### src/hw/rtl/ile_pkg.sv
// Package for the indexed list engine: request and response types,
// operation and status codes, and the control word that drives the cell row.
// It depends on nothing else.
package ile_pkg;

	localparam int DATA_BITS  = 32;
	localparam int INDEX_BITS = 7;
	localparam int LEN_BITS   = 7;

	typedef enum logic [1:0] {
		REQ_INSERT = 2'd0,
		REQ_GET    = 2'd1,
		REQ_REMOVE = 2'd2,
		REQ_SET    = 2'd3
	} req_type_t;

	typedef enum logic [1:0] {
		ST_OK    = 2'd0,
		ST_RANGE = 2'd1,
		ST_FULL  = 2'd2
	} status_t;

	typedef struct packed {
		req_type_t              req_type;
		logic [INDEX_BITS-1:0]  index;
		logic [DATA_BITS-1:0]   data_in;
	} req_item_t;

	typedef struct packed {
		logic [DATA_BITS-1:0]   data_out;
		status_t                status;
		logic [LEN_BITS-1:0]    list_length;
	} rsp_item_t;

	typedef struct packed {
		logic ins;
		logic rem;
		logic wr;
	} cell_ctl_t;

endpackage

### src/hw/rtl/ile_cell.sv
// One list position of the indexed list engine: holds a single entry and
// shifts it to or from its neighbours. Depends on ile_pkg.
module ile_cell #(
	parameter int POS        = 0,
	parameter int PW         = 7,
	parameter int DATA_WIDTH = 32
) (
	input  logic                  clk,
	input  ile_pkg::cell_ctl_t    ctl,
	input  logic [PW-1:0]         idx,
	input  logic [DATA_WIDTH-1:0] word,
	input  logic [DATA_WIDTH-1:0] from_lower,
	input  logic [DATA_WIDTH-1:0] from_upper,
	output logic [DATA_WIDTH-1:0] data,
	output logic [DATA_WIDTH-1:0] hit_data
);
	import ile_pkg::*;

	localparam logic [PW-1:0] MY_POS = PW'(POS);

	logic [DATA_WIDTH-1:0] data_q;
	logic                  at_idx;
	logic                  above_idx;

	assign at_idx    = (MY_POS == idx);
	assign above_idx = (MY_POS > idx);
	assign data      = data_q;
	assign hit_data  = at_idx ? data_q : '0;

	always_ff @(posedge clk) begin
		if (ctl.ins && above_idx) begin
			data_q <= from_lower;
		end else if ((ctl.ins || ctl.wr) && at_idx) begin
			data_q <= word;
		end else if (ctl.rem && (above_idx || at_idx)) begin
			data_q <= from_upper;
		end
	end

endmodule

### config.mk
export PLATFORM = sky130hd
export DESIGN_NAME = ile_cell
export DESIGN_NICKNAME = d
export VERILOG_FILES = /design/src/hw/rtl/ile_pkg.sv /design/src/hw/rtl/ile_cell.sv
export SDC_FILE = /design/constraint.sdc
export NUM_CORES = 1
export LEC_CHECK = 0
export BUFFER_PORTS_ARGS = -buffer_cell sky130_fd_sc_hd__buf_2
export CORE_MARGIN = 2
export CORE_UTILIZATION = 39
export CTS_CLUSTER_DIAMETER = 50
export DETAILED_ROUTE_END_ITERATION = 10
export GPL_ROUTABILITY_DRIVEN = 0
export PLACE_DENSITY_LB_ADDON = 0.25
export SYNTH_ARGS = -nofsm -noshare
export SYNTH_HDL_FRONTEND = slang
export SYNTH_SLANG_ARGS = --single-unit
### constraint.sdc
create_clock -name clk -period 3.1 [get_ports clk]
set_clock_uncertainty 0.05 [all_clocks]
set_input_delay 0.155 -clock clk [delete_from_list [all_inputs] [get_ports clk]]
set_output_delay 0.155 -clock clk [all_outputs]
set_load 0.03 [all_outputs]
==> impl_results.md <==
- Status: completed
- Worst-path fanout max: 34
- DR vias/cell: 4.77
- Post-synth top area cell: edfxtp_1
- Area contributors post-synth: edfxtp_1, mux2_4, and3_1
- Avg Cell Area, Syn: 16.0 um2
- Final wirelength: 4160 um
- Worst-margin pin slew: 0.634 ns
- Synthesized net count: 217
- CTS clock-pin slew for the worst setup and hold paths: 0.06 ns
- Chip Width: 71.2 um
- Fin nets: 356
- Synth unique cells: 12
- Most common cell after layout, fill and taps aside: buf_2
- Clock Path Buffers: 2
- Die height: 71.2 um
- Clock sink count: 32
- Yosys top cell area share: 54.6%
- GRT overflow: 0
- Via count: 1442
- Final setup vio count: 0
- Pwr per Cell Area: 344 mW/mm2
- Total Routing Usage GR: 16.6%
- Worst vdd ir: 0.218 mV
- Std-Cell Rows: 24
- CP Class: in -> reg
- Io pins: 171
- Setup crit end kind: flop
- Final period utilization: 61.6%
- PostCTS Resize Cnt: 0
- Core footprint: 0.00435 mm2
- Setup TNS: 0 ns
- Synthesized flop and latch total: 32
- Crit path capture: data[0]
- Final worst path period need: 1.91 ns
- Leakage Power: 1.45 nW
- H-tree depth: 2
- Root buf cell: clkbuf_8
- Crit path DAT: 1.89 ns
- Syn Inst Count: 110
- Fraction of layout cells with a size suffix above 1: 74.8%
- Area occupied by multi-input gates: 748 um2
- Mapped cell area: 0.00176 mm2
- Max-cap viol count: 0
- PortBufs: 138
- Crit path launch: idx[4]
- Detailed-router iteration count before antenna repair: 4
- Die Footprint: 0.00506 mm2
- Largest net degree at the start of global routing: 35
- CTS Hold Bufs: 0
- Flip-flop and latch area: 961 um2
- TritonCTS clock tree: done
- Drc violations: 0
- Yosys warnings: 0
- Area Overhead vs Synth: 46.1%
- Max transition margin: 57.7%
- DRT antenna net count: 0
- Drt wl/cell: 13.8 um
- Hold Crit Class: in -> reg
- Most frequent cells in the layout: buf_2, edfxtp_1, mux2_4
- CTS Buf Count: 5
- Hpwl dp: 3090 um
- Initial drt markers: 44
- Vias in the first global route: 1405
- Max FFs per register: 32
- RSZ-0062 raised after global routing: no
- Startpoint types: primary input
- Max frequency: 0.524 GHz
- Initial antenna violation count: 0
- Antenna cell count: 0
- Sequential cell area fraction in the yosys report: 54.6%
- Placed insts: 294
- Worst path required time: 3.08 ns
- First-pass GRT wire length: 6370 um
- Finished Layout Cells: 302
- Fillers: 371
- Final hold viol count: 0
- Setup bufs post-CTS: 0
- Slew Limit Fails: 0
- Initial core utilization: 40.4%
cell usage after synthesis:
master / instances
nor3_2: 1
and3_1: 29
edfxtp_1: 32
o211a_1: 1
buf_6: 3
or2_2: 1
clkbuf_1: 6
mux2_4: 30
nor4_4: 1
nand3_4: 1
and3_2: 3
mux2_2: 2
stage by stage:
stage                     setup WS [ns]  hold WS (ns)  utilization, %  area (um2)  total power, mW
after floorplan                    1.10         0.322               -        1760            0.539
after detailed placement          0.865         0.408            57.1        2490            0.597
after global placement            0.897         0.405            57.1        2490            0.593
final                              1.19         0.121            59.0        2570            0.884
after global routing               1.07         0.107            59.0        2570            0.922
after CTS                          1.17         0.109            59.0        2570            0.898
kinds of logic after synthesis:
| group | synth area share [%] |
|---|---|
| AND/OR/NAND/NOR | 14.7 |
| multiplexers | 26.9 |
| flip-flops | 54.6 |
| buffers and inverters | 3.20 |
| AO/OA/AOI/OAI | 0.569 |
worst min path at each step:
stage | start | cells after the start | slack, ns | endpoint
global route | from_upper[11] | 2 | 0.11 | data[11]
detailed placement | word[20] | 2 | 0.41 | data[20]
floorplan | from_upper[10] | 1 | 0.32 | data[10]
CTS | from_upper[11] | 2 | 0.11 | data[11]
finish | from_upper[12] | 2 | 0.12 | data[12]
global placement | from_upper[23] | 2 | 0.40 | data[23]
where the power goes:
group	switching [mW]	internal, mW	leakage [nW]
logic	0.0393	0.0669	1.12
registers	0.00106	0.479	0.288
clock network	0.146	0.152	0.0453
cell type report:
cell class,count,share of cell area [%]
Clock buffer,5,2.68
Clock inverter,3,0.536
Multi-Input combinational cell,69,29.1
Sequential cell,32,37.4
Tap cell,52,2.53
Timing Repair Buffer,141,27.8
routing by layer:
metal / GRT usage [%] / vias up / share of wire (%) / wire, um
li1: - / 701 / - / -
met1: 18.2 / 665 / 37 / 1530
met2: 29.4 / 74 / 54 / 2230
met3: 6.13 / 2 / 8.9 / 370
met4: 5.87 / 0 / 0.55 / 23
met5: 0 / - / 0 / 0
worst max-delay path: stages:
cell and delay (ns):
buf_2 0.11, nor4_4 0.25, buf_4 0.33, nand3_4 0.54, mux2_2 0.49
Power figures use the tool's default switching activity.
